==> config.mk <==
export PLATFORM = sky130hd
export DESIGN_NAME = nack_bitmap_grouper_top
export DESIGN_NICKNAME = d
export VERILOG_FILES = /design/src/hdl/nbg_pkg.sv /design/src/hdl/nbg_ram.sv /design/src/hdl/nack_bitmap_grouper_top.sv
export SDC_FILE = /design/constraint.sdc
export NUM_CORES = 1
export LEC_CHECK = 0
export ABC_AREA = 0
export BUFFER_PORTS_ARGS = -buffer_cell sky130_fd_sc_hd__buf_2
export CAP_MARGIN = 0
export CORE_MARGIN = 2
export CORE_UTILIZATION = 50
export CTS_CLUSTER_DIAMETER = 100
export DETAILED_ROUTE_END_ITERATION = 16
export PLACE_DENSITY = 0.74
export REMOVE_ABC_BUFFERS = 1
export SETUP_SLACK_MARGIN = 0.15
export SLEW_MARGIN = 40
export SYNTH_ARGS = -nofsm -noshare
export SYNTH_HDL_FRONTEND = slang
export SYNTH_SLANG_ARGS = --single-unit
==> constraint.sdc <==
create_clock -name aclk -period 7.03 [get_ports aclk]
set_clock_uncertainty 0.15 [all_clocks]
set_input_delay 0.3515 -clock aclk [delete_from_list [all_inputs] [get_ports aclk]]
set_output_delay 0.3515 -clock aclk [all_outputs]
set_load 0.01 [all_outputs]
==> src/hdl/nbg_pkg.sv <==
`default_nettype none

package nbg_pkg;

    localparam int ID_W  = 16;
    localparam int CFG_W = 5;
    localparam int LEN_W = 6;
    localparam int IDX_W = 5;
    localparam int OFF_W = 8;

    localparam logic [CFG_W-1:0] MAX_GROUP_BYTES_RST = 5'd8;

    typedef logic [1:0] state_t;

    localparam state_t ST_IDLE = 2'd0;
    localparam state_t ST_UPD  = 2'd1;
    localparam state_t ST_EMIT = 2'd2;

    // One outgoing record byte
    typedef struct packed {
        logic [ID_W-1:0]  base_id;
        logic [LEN_W-1:0] record_length;
        logic [IDX_W-1:0] byte_index;
        logic [7:0]       bitmap_byte;
        logic             record_end;
        logic             last;
    } result_t;

endpackage

`default_nettype wire

==> src/hdl/nbg_ram.sv <==
`default_nettype none

module nbg_ram #(
    parameter int WIDTH = 8,
    parameter int DEPTH = 32
) (
    input  wire logic                                   clk,
    input  wire logic                                   we,
    input  wire logic [(DEPTH > 1 ? $clog2(DEPTH) : 1)-1:0] waddr,
    input  wire logic [WIDTH-1:0]                       wdata,
    input  wire logic                                   re,
    input  wire logic [(DEPTH > 1 ? $clog2(DEPTH) : 1)-1:0] raddr,
    output logic      [WIDTH-1:0]                       rdata
);

    logic [WIDTH-1:0] mem [DEPTH];

    always_ff @(posedge clk) begin
        if (we) begin
            mem[waddr] <= wdata;
        end
        if (re) begin
            rdata <= mem[raddr];
        end
    end

endmodule

`default_nettype wire

==> src/hdl/nack_bitmap_grouper_top.sv <==
// An id that only opens a group is taken in IDLE; an id that sets a bit reads its byte
// from the bitmap RAM in IDLE and writes it back in UPD. A record is walked out of the
// RAM byte by byte (read, then output register load), stalled while an output byte waits.
// No id is taken outside IDLE; one id can emit up to BITMAP_BYTES+1 bytes (two records).
// Reset (aresetn low, synchronous): no open group, span register back to 8, output empty,
// all bitmap valid flags cleared; RAM contents stay, masked to zero by the flags.
`default_nettype none

module nack_bitmap_grouper_top #(
    parameter int BITMAP_BYTES = 32
) (
    input  wire logic        aclk,
    input  wire logic        aresetn,
    input  wire logic        cfg_wr_en,
    input  wire logic [4:0]  cfg_wr_data,
    input  wire logic        s_valid,
    output logic             s_ready,
    input  wire logic [15:0] s_missing_id,
    input  wire logic        s_end_of_set,
    output logic             m_valid,
    input  wire logic        m_ready,
    output logic [15:0]      m_base_id,
    output logic [5:0]       m_record_length,
    output logic [4:0]       m_byte_index,
    output logic [7:0]       m_bitmap_byte,
    output logic             m_record_end,
    output logic             m_last
);

    localparam int AW = (BITMAP_BYTES > 1) ? $clog2(BITMAP_BYTES) : 1;
    localparam logic [nbg_pkg::OFF_W-1:0] SPAN_CAP = nbg_pkg::OFF_W'(8 * BITMAP_BYTES - 1);

    nbg_pkg::state_t                 state_reg, state_next;
    logic [nbg_pkg::CFG_W-1:0]       cfg_reg, cfg_next;
    logic                            open_reg, open_next;
    logic [nbg_pkg::ID_W-1:0]        base_reg, base_next;
    logic [nbg_pkg::OFF_W-1:0]       high_reg, high_next;
    logic [BITMAP_BYTES-1:0]         valid_reg, valid_next;
    logic [nbg_pkg::ID_W-1:0]        id_reg, id_next;
    logic                            eos_reg, eos_next;
    logic [AW-1:0]                   waddr_reg, waddr_next;
    logic [2:0]                      wbit_reg, wbit_next;
    logic                            after_open_reg, after_open_next;
    logic [nbg_pkg::IDX_W-1:0]       k_reg, k_next;
    logic                            rd_pend_reg, rd_pend_next;
    logic                            vld_q_reg;
    logic                            out_valid_reg, out_valid_next;
    nbg_pkg::result_t                out_reg, out_next;

    logic                            in_acc;
    logic [nbg_pkg::ID_W-1:0]        off;
    logic [nbg_pkg::OFF_W-1:0]       cfg_span;
    logic [nbg_pkg::OFF_W-1:0]       span;
    logic                            far;
    logic [AW-1:0]                   off_addr;
    logic [nbg_pkg::IDX_W-1:0]       last_k;
    logic [nbg_pkg::LEN_W-1:0]       rec_len;
    logic                            emit_end;
    logic                            ram_re;
    logic                            ram_we;
    logic [AW-1:0]                   ram_raddr;
    logic [7:0]                      ram_rdata;
    logic [7:0]                      rd_data_eff;
    logic [7:0]                      ram_wdata;

    nbg_ram #(
        .WIDTH (8),
        .DEPTH (BITMAP_BYTES)
    ) u_bitmap_ram (
        .clk   (aclk),
        .we    (ram_we),
        .waddr (waddr_reg),
        .wdata (ram_wdata),
        .re    (ram_re),
        .raddr (ram_raddr),
        .rdata (ram_rdata)
    );

    assign s_ready  = (state_reg == nbg_pkg::ST_IDLE);
    assign in_acc   = s_valid && s_ready;
    assign off      = s_missing_id - base_reg;
    assign cfg_span = {cfg_reg, 3'b000};
    assign span     = (cfg_span < SPAN_CAP) ? cfg_span : SPAN_CAP;
    assign far      = off > {8'd0, span};
    assign off_addr = off[AW+2:3];
    assign last_k   = high_reg[7:3];
    assign rec_len  = {1'b0, last_k} + 6'd3;
    assign emit_end = (k_reg == last_k);

    // Never-written bytes of the current group read as zero
    assign rd_data_eff = vld_q_reg ? ram_rdata : 8'd0;
    assign ram_wdata   = rd_data_eff | 8'(8'd1 << wbit_reg);

    always_comb begin
        state_next      = state_reg;
        cfg_next        = cfg_reg;
        open_next       = open_reg;
        base_next       = base_reg;
        high_next       = high_reg;
        valid_next      = valid_reg;
        id_next         = id_reg;
        eos_next        = eos_reg;
        waddr_next      = waddr_reg;
        wbit_next       = wbit_reg;
        after_open_next = after_open_reg;
        k_next          = k_reg;
        rd_pend_next    = rd_pend_reg;
        out_valid_next  = out_valid_reg;
        out_next        = out_reg;
        ram_re          = 1'b0;
        ram_we          = 1'b0;
        ram_raddr       = k_reg[AW-1:0];

        if (cfg_wr_en) begin
            cfg_next = cfg_wr_data;
        end

        if (out_valid_reg && m_ready) begin
            out_valid_next = 1'b0;
        end

        case (state_reg)
            nbg_pkg::ST_IDLE: begin
                if (in_acc) begin
                    id_next  = s_missing_id;
                    eos_next = s_end_of_set;
                    k_next   = '0;
                    if (open_reg && far) begin
                        // Close the old record first, open the new group after it
                        after_open_next = 1'b1;
                        state_next      = nbg_pkg::ST_EMIT;
                    end else if (!open_reg) begin
                        open_next       = 1'b1;
                        base_next       = s_missing_id;
                        high_next       = '0;
                        valid_next      = '0;
                        after_open_next = 1'b0;
                        if (s_end_of_set) begin
                            state_next = nbg_pkg::ST_EMIT;
                        end
                    end else if (off != '0) begin
                        ram_re     = 1'b1;
                        ram_raddr  = off_addr;
                        waddr_next = off_addr;
                        wbit_next  = off[2:0];
                        if (off[7:0] > high_reg) begin
                            high_next = off[7:0];
                        end
                        after_open_next = 1'b0;
                        state_next      = nbg_pkg::ST_UPD;
                    end else if (s_end_of_set) begin
                        after_open_next = 1'b0;
                        state_next      = nbg_pkg::ST_EMIT;
                    end
                end
            end
            nbg_pkg::ST_UPD: begin
                ram_we                = 1'b1;
                valid_next[waddr_reg] = 1'b1;
                k_next                = '0;
                state_next            = eos_reg ? nbg_pkg::ST_EMIT : nbg_pkg::ST_IDLE;
            end
            nbg_pkg::ST_EMIT: begin
                if (rd_pend_reg) begin
                    rd_pend_next           = 1'b0;
                    out_valid_next         = 1'b1;
                    out_next.base_id       = base_reg;
                    out_next.record_length = rec_len;
                    out_next.byte_index    = k_reg;
                    out_next.bitmap_byte   = rd_data_eff;
                    out_next.record_end    = emit_end;
                    out_next.last          = emit_end && !(after_open_reg && eos_reg);
                    if (emit_end) begin
                        k_next = '0;
                        if (after_open_reg) begin
                            open_next       = 1'b1;
                            base_next       = id_reg;
                            high_next       = '0;
                            valid_next      = '0;
                            after_open_next = 1'b0;
                            if (!eos_reg) begin
                                state_next = nbg_pkg::ST_IDLE;
                            end
                        end else begin
                            open_next  = 1'b0;
                            state_next = nbg_pkg::ST_IDLE;
                        end
                    end else begin
                        k_next = k_reg + 5'd1;
                    end
                end else if (!out_valid_reg || m_ready) begin
                    // Output register is free by the time this byte returns
                    ram_re       = 1'b1;
                    rd_pend_next = 1'b1;
                end
            end
            default: begin
                state_next = nbg_pkg::ST_IDLE;
            end
        endcase
    end

    always_ff @(posedge aclk) begin
        if (!aresetn) begin
            state_reg      <= nbg_pkg::ST_IDLE;
            cfg_reg        <= nbg_pkg::MAX_GROUP_BYTES_RST;
            open_reg       <= 1'b0;
            base_reg       <= '0;
            high_reg       <= '0;
            valid_reg      <= '0;
            after_open_reg <= 1'b0;
            k_reg          <= '0;
            rd_pend_reg    <= 1'b0;
            out_valid_reg  <= 1'b0;
        end else begin
            state_reg      <= state_next;
            cfg_reg        <= cfg_next;
            open_reg       <= open_next;
            base_reg       <= base_next;
            high_reg       <= high_next;
            valid_reg      <= valid_next;
            after_open_reg <= after_open_next;
            k_reg          <= k_next;
            rd_pend_reg    <= rd_pend_next;
            out_valid_reg  <= out_valid_next;
        end
    end

    always_ff @(posedge aclk) begin
        id_reg    <= id_next;
        eos_reg   <= eos_next;
        waddr_reg <= waddr_next;
        wbit_reg  <= wbit_next;
        out_reg   <= out_next;
        if (ram_re) begin
            vld_q_reg <= valid_reg[ram_raddr];
        end
    end

    assign m_valid         = out_valid_reg;
    assign m_base_id       = out_reg.base_id;
    assign m_record_length = out_reg.record_length;
    assign m_byte_index    = out_reg.byte_index;
    assign m_bitmap_byte   = out_reg.bitmap_byte;
    assign m_record_end    = out_reg.record_end;
    assign m_last          = out_reg.last;

    a_last_ends_record: assert property (@(posedge aclk) disable iff (!aresetn)
        m_valid |-> (!m_last || m_record_end))
        else $error("last flag on a byte that does not end its record");

    a_end_index: assert property (@(posedge aclk) disable iff (!aresetn)
        (m_valid && m_record_end) |-> ({1'b0, m_byte_index} + 6'd3 == m_record_length))
        else $error("record ends at a byte index that does not match its length");

    a_read_only_in_emit: assert property (@(posedge aclk) disable iff (!aresetn)
        rd_pend_reg |-> (state_reg == nbg_pkg::ST_EMIT))
        else $error("bitmap read pending outside record emission");

    a_load_into_empty: assert property (@(posedge aclk) disable iff (!aresetn)
        rd_pend_reg |-> !out_valid_reg)
        else $error("bitmap byte returned while output register still full");

endmodule

`default_nettype wire

; Yosys cells after proc, flatten, opt, wreduce, memory -nomap -nowiden
; Memories as Yosys holds them, arrays and structs flattened. A register that Yosys moved wholly into a read port is not among the register bits.
; Index checks and enable logic that the tools add are counted.
[op_classes]
addsub = 3
n_mul = 0
div_mod_pow = 0
n_lt_le_gt_ge = 6
n_eq_ne = 13
shifts = 1
mux = 76
bitwise = 3
reduce_logical = 23
[ops]
columns = op, n
row1 = 2-to-1 mux 32 bit, 6
row2 = 2-to-1 mux 16 bit, 6
row3 = case mux 32 bit (3 select lines), 1
row4 = 2-to-1 mux 8 bit, 10
row5 = 2-to-1 mux 5 bit, 8
row6 = OR 32 bit, 1
row7 = case mux 16 bit (2 select lines), 1
row8 = 2-to-1 mux 1 bit, 26
row9 = 2-to-1 mux 2 bit, 10
row10 = > comparator 16 x 8 -> 1 bit, 1
row11 = case mux 8 bit (2 select lines), 1
row12 = nonzero test 16 bit, 1
row13 = subtractor 16 bit, 1
row14 = case mux 5 bit (3 select lines), 1
row15 = AND reduction 5 bit, 3
row16 = AND reduction 7 bit, 2
row17 = < comparator 5 x 6 -> 1 bit (second input constant), 2
row18 = inequality test 2 bit (second input constant), 5
row19 = > comparator 8 bit, 1
row20 = < comparator 8 bit (second input constant), 1
row21 = OR 8 bit, 1
row22 = AND reduction 8 bit, 1
row23 = << shifter 1 x 3 -> 8 bit (first input constant), 1
row24 = adder 5 x 2 -> 6 bit (second input constant), 1
row25 = 23 further kinds, 33
[word_totals]
ff_bits = 135
latch_bits = 0
mem_bits_rw = 256
mem_bits_ro = 0
input_bits = 27
out_inout_bits = 39
wordCells = 147
memories = 1
[memory_table]
columns = memory, words, width, rd, rd_clocked_by_memory_dff, wr, line_no
row1 = u_bitmap_ram.mem, 32, 8, 1, 1, 1, nbg_ram.sv:16  ; logic [WIDTH-1:0] mem [DEPTH];

; Longest topological paths before layout
; Gate-level depths: netlist of run 1.
[depth]
word_depth = 9
ltp_mapped = 22
ltp_nobuf = 19

; Hierarchy
; From an unflattened synthesis of run 1, not the netlist that was laid out.
[hier_totals]
cells_unflattened = 1106
hier_area_um2 = 16997.6
[modules_own_cells]
columns = module, instances, cells_per_inst, area_each_um2, seq_area_each_um2
row1 = nbg_ram, 1, 417, 10133.5, 7927.6
row2 = nack_bitmap_grouper_top, 1, 689, 6864.1, 3333.2

; Worst setup path after synthesis of run 1
; Ideal clock, no wire load.
[synth_timing]
path_kind = input to register
start = input s_missing_id[0]
end = register u_bitmap_ram.rdata[1] (read register of u_bitmap_ram.mem), data pin
setup_time_ps = 134
arrival_ps = 4682
required_time_ps = 6746
setup_slack_ps = 2065
stages = 17
path_buffers = 2
cell_sequence = inv_1 > ha_1 > inv_1 > fa_1 > a21o_1 > a221oi_4 > o21ai_1 > mux2i_1 > a2111o_1 > or4b_1 > buf_2 > nor3_4 > mux2i_1 > clkbuf_1 > a211oi_1 > o41ai_1 > o2111a_1
[synth_via]
elab_chain_len = 7
elab_cells_between_ends = 14
classes_between = 1 x add/sub / 1 x order compare / 10 x mux / 2 x reduce/logical
[synth_lines]
columns = item, line_no
row1 = from (decl), nack_bitmap_grouper_top.sv:18  ; input wire logic [15:0] s_missing_id,
row2 = subtractor 16 bit *, nack_bitmap_grouper_top.sv:81  ; assign off = s_missing_id - base_reg;
row3 = "parallel branches: the longest is 6 deep, another holds > comparator 16 x 8 -> 1 bit", -
row4 = to (decl), nbg_ram.sv:13  ; output logic [WIDTH-1:0] rdata
; Every way passes the cells marked *.
; A chain may end at the register's enable or synchronous reset.

; Final worst setup path of run 1
[layout_timing]
start = input s_missing_id[3]
end = register u_bitmap_ram.rdata[5] (read register of u_bitmap_ram.mem), data pin
[layout_via]
elab_chain_len = 7
elab_cells_between_ends = 14
classes_between = 1 x add/sub / 1 x order compare / 10 x mux / 2 x reduce/logical
[layout_lines]
columns = item, line_no
row1 = subtractor 16 bit *, nack_bitmap_grouper_top.sv:81
row2 = named net off (one bit), nack_bitmap_grouper_top.sv:51  ; logic [nbg_pkg::ID_W-1:0] off;
row3 = "parallel branches: the longest is 6 deep, another holds > comparator 16 x 8 -> 1 bit", -
; Mark *: on every way through the listed nets, which the timed path passes.

==> impl_metrics.yaml, run 1 <==
outcome:
  status: "finished clean"
synthesis:
  netlist_top_cells_area: "edfxtp_1 (56%), dfxtp_1 (8.2%), a211oi_1 (4.7%)"
  synth-edff-count: 327
  synth.avg_cell_area_um2: 12.6
  synth-async-reset-ratio_pct: 0
  synth_common_cells: "edfxtp_1 (327), and3_1 (125), a211oi_1 (110)"
  synth_largest_area_cell: "edfxtp_1"
  yosys_warnings: 0
  ys_dominant_reg_cell: "edfxtp_1"
  ys_types: 77
  yosysMostFrequentCell: "edfxtp_1"
  netlist.area_leader.share_pct: 55.8
  synth_area_mm2: 0.0176
  ys_seq_area_share_pct: 64.0
  syn_inst: 1400
  ys_seq_elements: 399
floorplan:
  die_h_um: 192
  initial_core_util_pct: 50.8
  die_w_um: 192
  coreArea_mm2: 0.0346
  dieArea_mm2: 0.0367
  io_pins: 66
  rows: 68
routing:
  vias: 12200
  drtAntennaViolNets: 0
  drt_pre_antenna_iters: 5
  viasPerCell: 6.25
  top_layer_used: "met4"
  wl_met1_mm: 18.4
  drtIter0Drc: 1369
  wl_met2_mm: 21.3
  totalWireLength_mm: 44.7
  wl_per_cell_um: 22.9
  met3_length_mm: 3.47
  drc: 0
worst_setup_path:
  setup.worst_path.start_class: "primary input"
  cp.arrival_ns: 6.69
  r2r_start: "base_reg[3]"
  worst_r2r_path_depth: 18
  end_kind: "flop"
  reg2reg_slack_ns: 0.72
  crit_fanout: 16
  critical_path_class: "in -> reg"
  r2r-end: "u_bitmap_ram.rdata[5]"
  crit_required_ns: 7.30
run:
  maxCapViolations: 0
global_routing:
  track_usage_pct: 24.5
  grt_pass1_wl_mm: 68.4
  gr-total-overflow: 0
  grt_max_degree: 154
  grt_pass1_vias: 12000
  antenna_found_initial: 0
clock_network:
  cts_made_buffers: 42
  cts_resized: 0
  clockBufferDepth: 3
  cts_tree: "built"
  cts.hold.buffers_added: 23
  postCtsSetupRepairBufs: 0
  clock_latency_ns: 0.55
  path_clk_slew_ns: 0.06
  cts_htree_levels: 2
  root_buffer: "clkbuf_16"
  cts_sinks: 399
timing:
  layout_min_cycle_time_ns: 6.41
  finalHoldViolCount: 0
  setup_viol: 0
  slew_viol_final: 0
  fin_crit_sh_pct: 91.2
  max_freq_ghz: 0.156
  worstMarginPinSlew_ns: 0.851
  maxSlewHeadroom_pct: 43.3
  setup_tns_ns: 0
  rsz0062_at_grt: "no"
final_layout:
  nNetsFinal: 1521
  area_growth_pct: 13.9
  largest_reg_flops: 256
  antennaDiodeCount: 0
  final_util_pct: 57.8
  drive_above_1_share_pct: 13.5
  final_area_mm2: 0.0200
placement:
  io_buffers: 65
  place_area_mm2: 0.0185
  gp_congestion: 0.833
  post-dp-hpwl_mm: 26.8
worst_hold_path:
  holdCritPathClass: "in -> reg"
  holdPathStages: 3
  holdPathEnd: "cfg_reg[3]"
  min_from: "cfg_wr_en"
power:
  p_leak_nw: 7.00
  vdd_ir_drop_max_mv: 0.194
  power_density_mw_per_mm2: 263
  p_total_mw: 5.27
==> where the power goes <==
group	internal [mW]	total [mW]	switching [mW]
logic	0.179	0.520	0.341
clock network	1.21	2.12	0.909
registers	2.60	2.63	0.0262
==> cells by family after synthesis <==
logic type / count (synthesis) / share of synthesized area [%]
AOI/OAI and AO/OA: 371 / 16.0
buffers and inverters: 152 / 3.44
xor gates and xnor gates: 22 / 1.17
DFF: 399 / 64.0
muxes: 13 / 0.740
and+or+nand+nor: 413 / 12.4
adders and majority gates: 30 / 2.16
==> critical path, stage by stage <==
cell and delay [ns]:
dlygate4sd3_1 0.55, buf_2 0.15, ha_1 0.35, o211ai_1 0.12, a21oi_1 0.35, o21ai_0 0.13, a21oi_1 0.17, xnor2_1 0.30
inv_1 0.31, ha_1 0.38, nor3b_1 0.15, a211oi_1 0.30, o21ai_1 0.32, nor3_4 0.67, mux2i_4 0.76, buf_4 0.33
a211oi_1 0.08, o31ai_1 0.60, o2111a_1 0.28
==> layer usage <==
metal	vias up	track usage (%)
li1	5524	-
met1	5964	32.3
met2	594	40.0
met3	109	4.44
met4	0	9.91
met5	-	0
==> cell type report <==
class	instances	area, um2
fillers	2751	14600
well taps	455	569
repair buffers	114	776
clock inverters	24	189
inverters	59	221
flip-flops and latches	399	11300
multi-input cells	849	5890
clock buffers	51	1120
==> cells in the final DEF (no fill, tap or decap), types with 28 or more instances in the layout <==
cell type and n:
a21boi_0 37, nand2_1 77, o32ai_1 34, ha_1 28, edfxtp_1 327, clkbuf_16 43, a211oi_1 110, dfxtp_1 72
inv_1 58, nor2_1 81, a21oi_1 55, buf_2 65, and3_1 125
==> through the flow <==
step / hold WS, ns / worst slack (ns) / cells
after floorplan: 0.263 / -0.669 / 1307
after global placement: 0.290 / 1.02 / 1853
after detailed placement: 0.298 / 0.841 / 1853
after CTS: 0.00801 / 0.833 / 1951
after global routing: 0.0360 / 0.347 / 1951
final: 0.0256 / 0.618 / 1951
==> worst max path at each step <==
stage | start | cells after the start | slack (ns) | endpoint
2_1_floorplan | s_missing_id[0] | 15 | -0.67 | u_bitmap_ram.rdata[6]
3_3_place_gp | s_missing_id[0] | 21 | 1.02 | u_bitmap_ram.rdata[7]
3_5_place_dp | s_missing_id[3] | 18 | 0.84 | u_bitmap_ram.rdata[7]
4_1_cts | s_missing_id[3] | 19 | 0.83 | u_bitmap_ram.rdata[5]
5_1_grt | s_missing_id[3] | 19 | 0.35 | u_bitmap_ram.rdata[5]
6_report | s_missing_id[3] | 19 | 0.62 | u_bitmap_ram.rdata[5]
Power figures use the tool's default switching activity.
==> run 2: changes to the inputs <==
Clock period 7.03 ns to 7.5 ns, I/O delays scaled along.
==> impl_metrics.yaml, run 2 (synthesis results as in run 1) <==
outcome:
  status: "finished clean"
routing:
  vias: 12200
  drtIter0Drc: 1331
  wl_per_cell_um: 23.0
  drt_pre_antenna_iters: 5
  viasPerCell: 6.24
  drtAntennaViolNets: 0
  drc: 0
  totalWireLength_mm: 44.9
global_routing:
  gr-total-overflow: 0
  grt_pass1_vias: 12100
  grt_max_degree: 83
  grt_pass1_wl_mm: 69.3
  antenna_found_initial: 0
  track_usage_pct: 24.6
timing:
  rsz0062_at_grt: "no"
  max_freq_ghz: 0.148
  setup_tns_ns: 0
  setup_viol: 0
  fin_crit_sh_pct: 90.2
  slew_viol_final: 0
  layout_min_cycle_time_ns: 6.76
  maxSlewHeadroom_pct: 33.2
  worstMarginPinSlew_ns: 0.989
  finalHoldViolCount: 0
final_layout:
  drive_above_1_share_pct: 13.4
  nNetsFinal: 1518
  largest_reg_flops: 256
  final_area_mm2: 0.0200
  fin_cells: 1950
  area_growth_pct: 14.0
  final_cell_mix: "edfxtp_1 (327), and3_1 (124), a211oi_1 (110)"
  layout_commonest_cell: "edfxtp_1"
  antennaDiodeCount: 0
  fill_cells: 2736
placement:
  numPlacedInstances: 1851
  gp_congestion: 0.861
  io_buffers: 65
  place_area_mm2: 0.0184
  post-dp-hpwl_mm: 27.7
power:
  p_total_mw: 4.96
  p_sw_mw: 1.17
  power_density_mw_per_mm2: 248
  vdd_ir_drop_max_mv: 0.187
  intPower_mw: 3.79
  swShare_pct: 23.5
  p_clk_share_pct: 40.7
  p_leak_nw: 7.01
  p_seq_share_pct: 49.7
  power_frac_comb_pct: 9.6
worst_setup_path:
  crit_required_ns: 7.75
  setup.worst_path.start_class: "primary input"
  worst_r2r_path_depth: 20
  end_kind: "flop"
  crit_fanout: 62
  cp.arrival_ns: 7.01
  critical_path_class: "in -> reg"
worst_hold_path:
  holdPathStages: 3
  holdCritPathClass: "in -> reg"
clock_network:
  path_clk_slew_ns: 0.06
  cts_sinks: 399
  clockBufferDepth: 3
  cts_tree: "built"
  clock_latency_ns: 0.53
  cts_htree_levels: 2
  root_buffer: "clkbuf_16"
  cts_made_buffers: 41
run:
  maxCapViolations: 0
floorplan:
  rows: 68
  die_w_um: 192
  die_h_um: 192
  dieArea_mm2: 0.0367
  initial_core_util_pct: 50.8
  coreArea_mm2: 0.0346
  io_pins: 66
## run 2: changes by cell type in the layout (fill, tap and decap cells not counted), moves of 2 or more
cell,before,now
buf_4,24,22
clkbuf_1,7,13
clkinv_1,9,4
clkinvlp_4,3,1
o41ai_1,18,16
o41ai_2,1,3
## run 2: stage by stage
stage / setup slack (ns) / hold WS (ns) / utilization (%)
global placement: 1.12 / 0.288 / 53.1
CTS: 0.960 / 0.0384 / 57.8
floorplan: -0.223 / 0.279 / -
detailed placement: 0.965 / 0.297 / 53.2
finish: 0.735 / 0.0489 / 57.9
global route: 0.418 / 0.0624 / 57.9
## run 2: power by group through the flow
stage                     Sequential (mW)  Combinational [mW]  Clock (mW)
after global placement               2.51               0.443           0
after floorplan                      2.50               0.315           0
after detailed placement             2.51               0.462           0
after CTS                            2.46               0.473        2.03
final                                2.46               0.478        2.02
after global routing                 2.47               0.529        2.13
## run 2: path summary, 6_finish.rpt
check	from	to	slack, ns
hold reg to reg	valid_reg[1]	valid_reg[1]	0.31
hold / removal	m_ready	m_valid	0.05
setup / recovery	s_missing_id[1]	u_bitmap_ram.rdata[1]	0.74
setup reg to reg	base_reg[1]	u_bitmap_ram.rdata[1]	0.87
## run 2: critical path, cell delays in order
cell and delay [ns]:
dlygate4sd3_1 0.53, buf_2 0.16, ha_1 0.29, nand2b_1 0.10
nand2b_1 0.07, a21o_1 0.19, xor2_1 0.62, inv_1 0.24
ha_1 0.34, nand2_1 0.05, nor4_1 0.25, nand2_1 0.10
o2bb2ai_1 0.13, a211oi_1 0.28, o21a_1 0.40, nand3_4 0.55
nand2_4 0.69, buf_4 0.28, a211oi_1 0.10, o41ai_1 0.91
o2111a_1 0.30
## run 2: repair_timing
| action | CTS | global route |
|---|---|---|
| setup buffers | 0 | 0 |
| gates resized for setup | 0 | 0 |
| hold buffers | 23 | 0 |
| hold endpoints to repair | 23 | 0 |
## run 2: layout make-up
type	instances	area, um2	share of cell area (%)
inverters	59	224	1.12
clock inverters	18	170	0.849
repair buffers	112	761	3.80
clock buffers	58	1160	5.81
well taps	455	569	2.84
multi-input cells	849	5890	29.4
flip-flops and latches	399	11300	56.2
## run 2: metal layers
layer  track usage, %  share of wire, %  vias to the layer above
met5                0                 0                        -
met4             7.63               2.7                        0
met3             4.15               8.4                       99
met2             41.4                49                      574
met1             32.6                40                     5990
li1                 -                 -                     5510
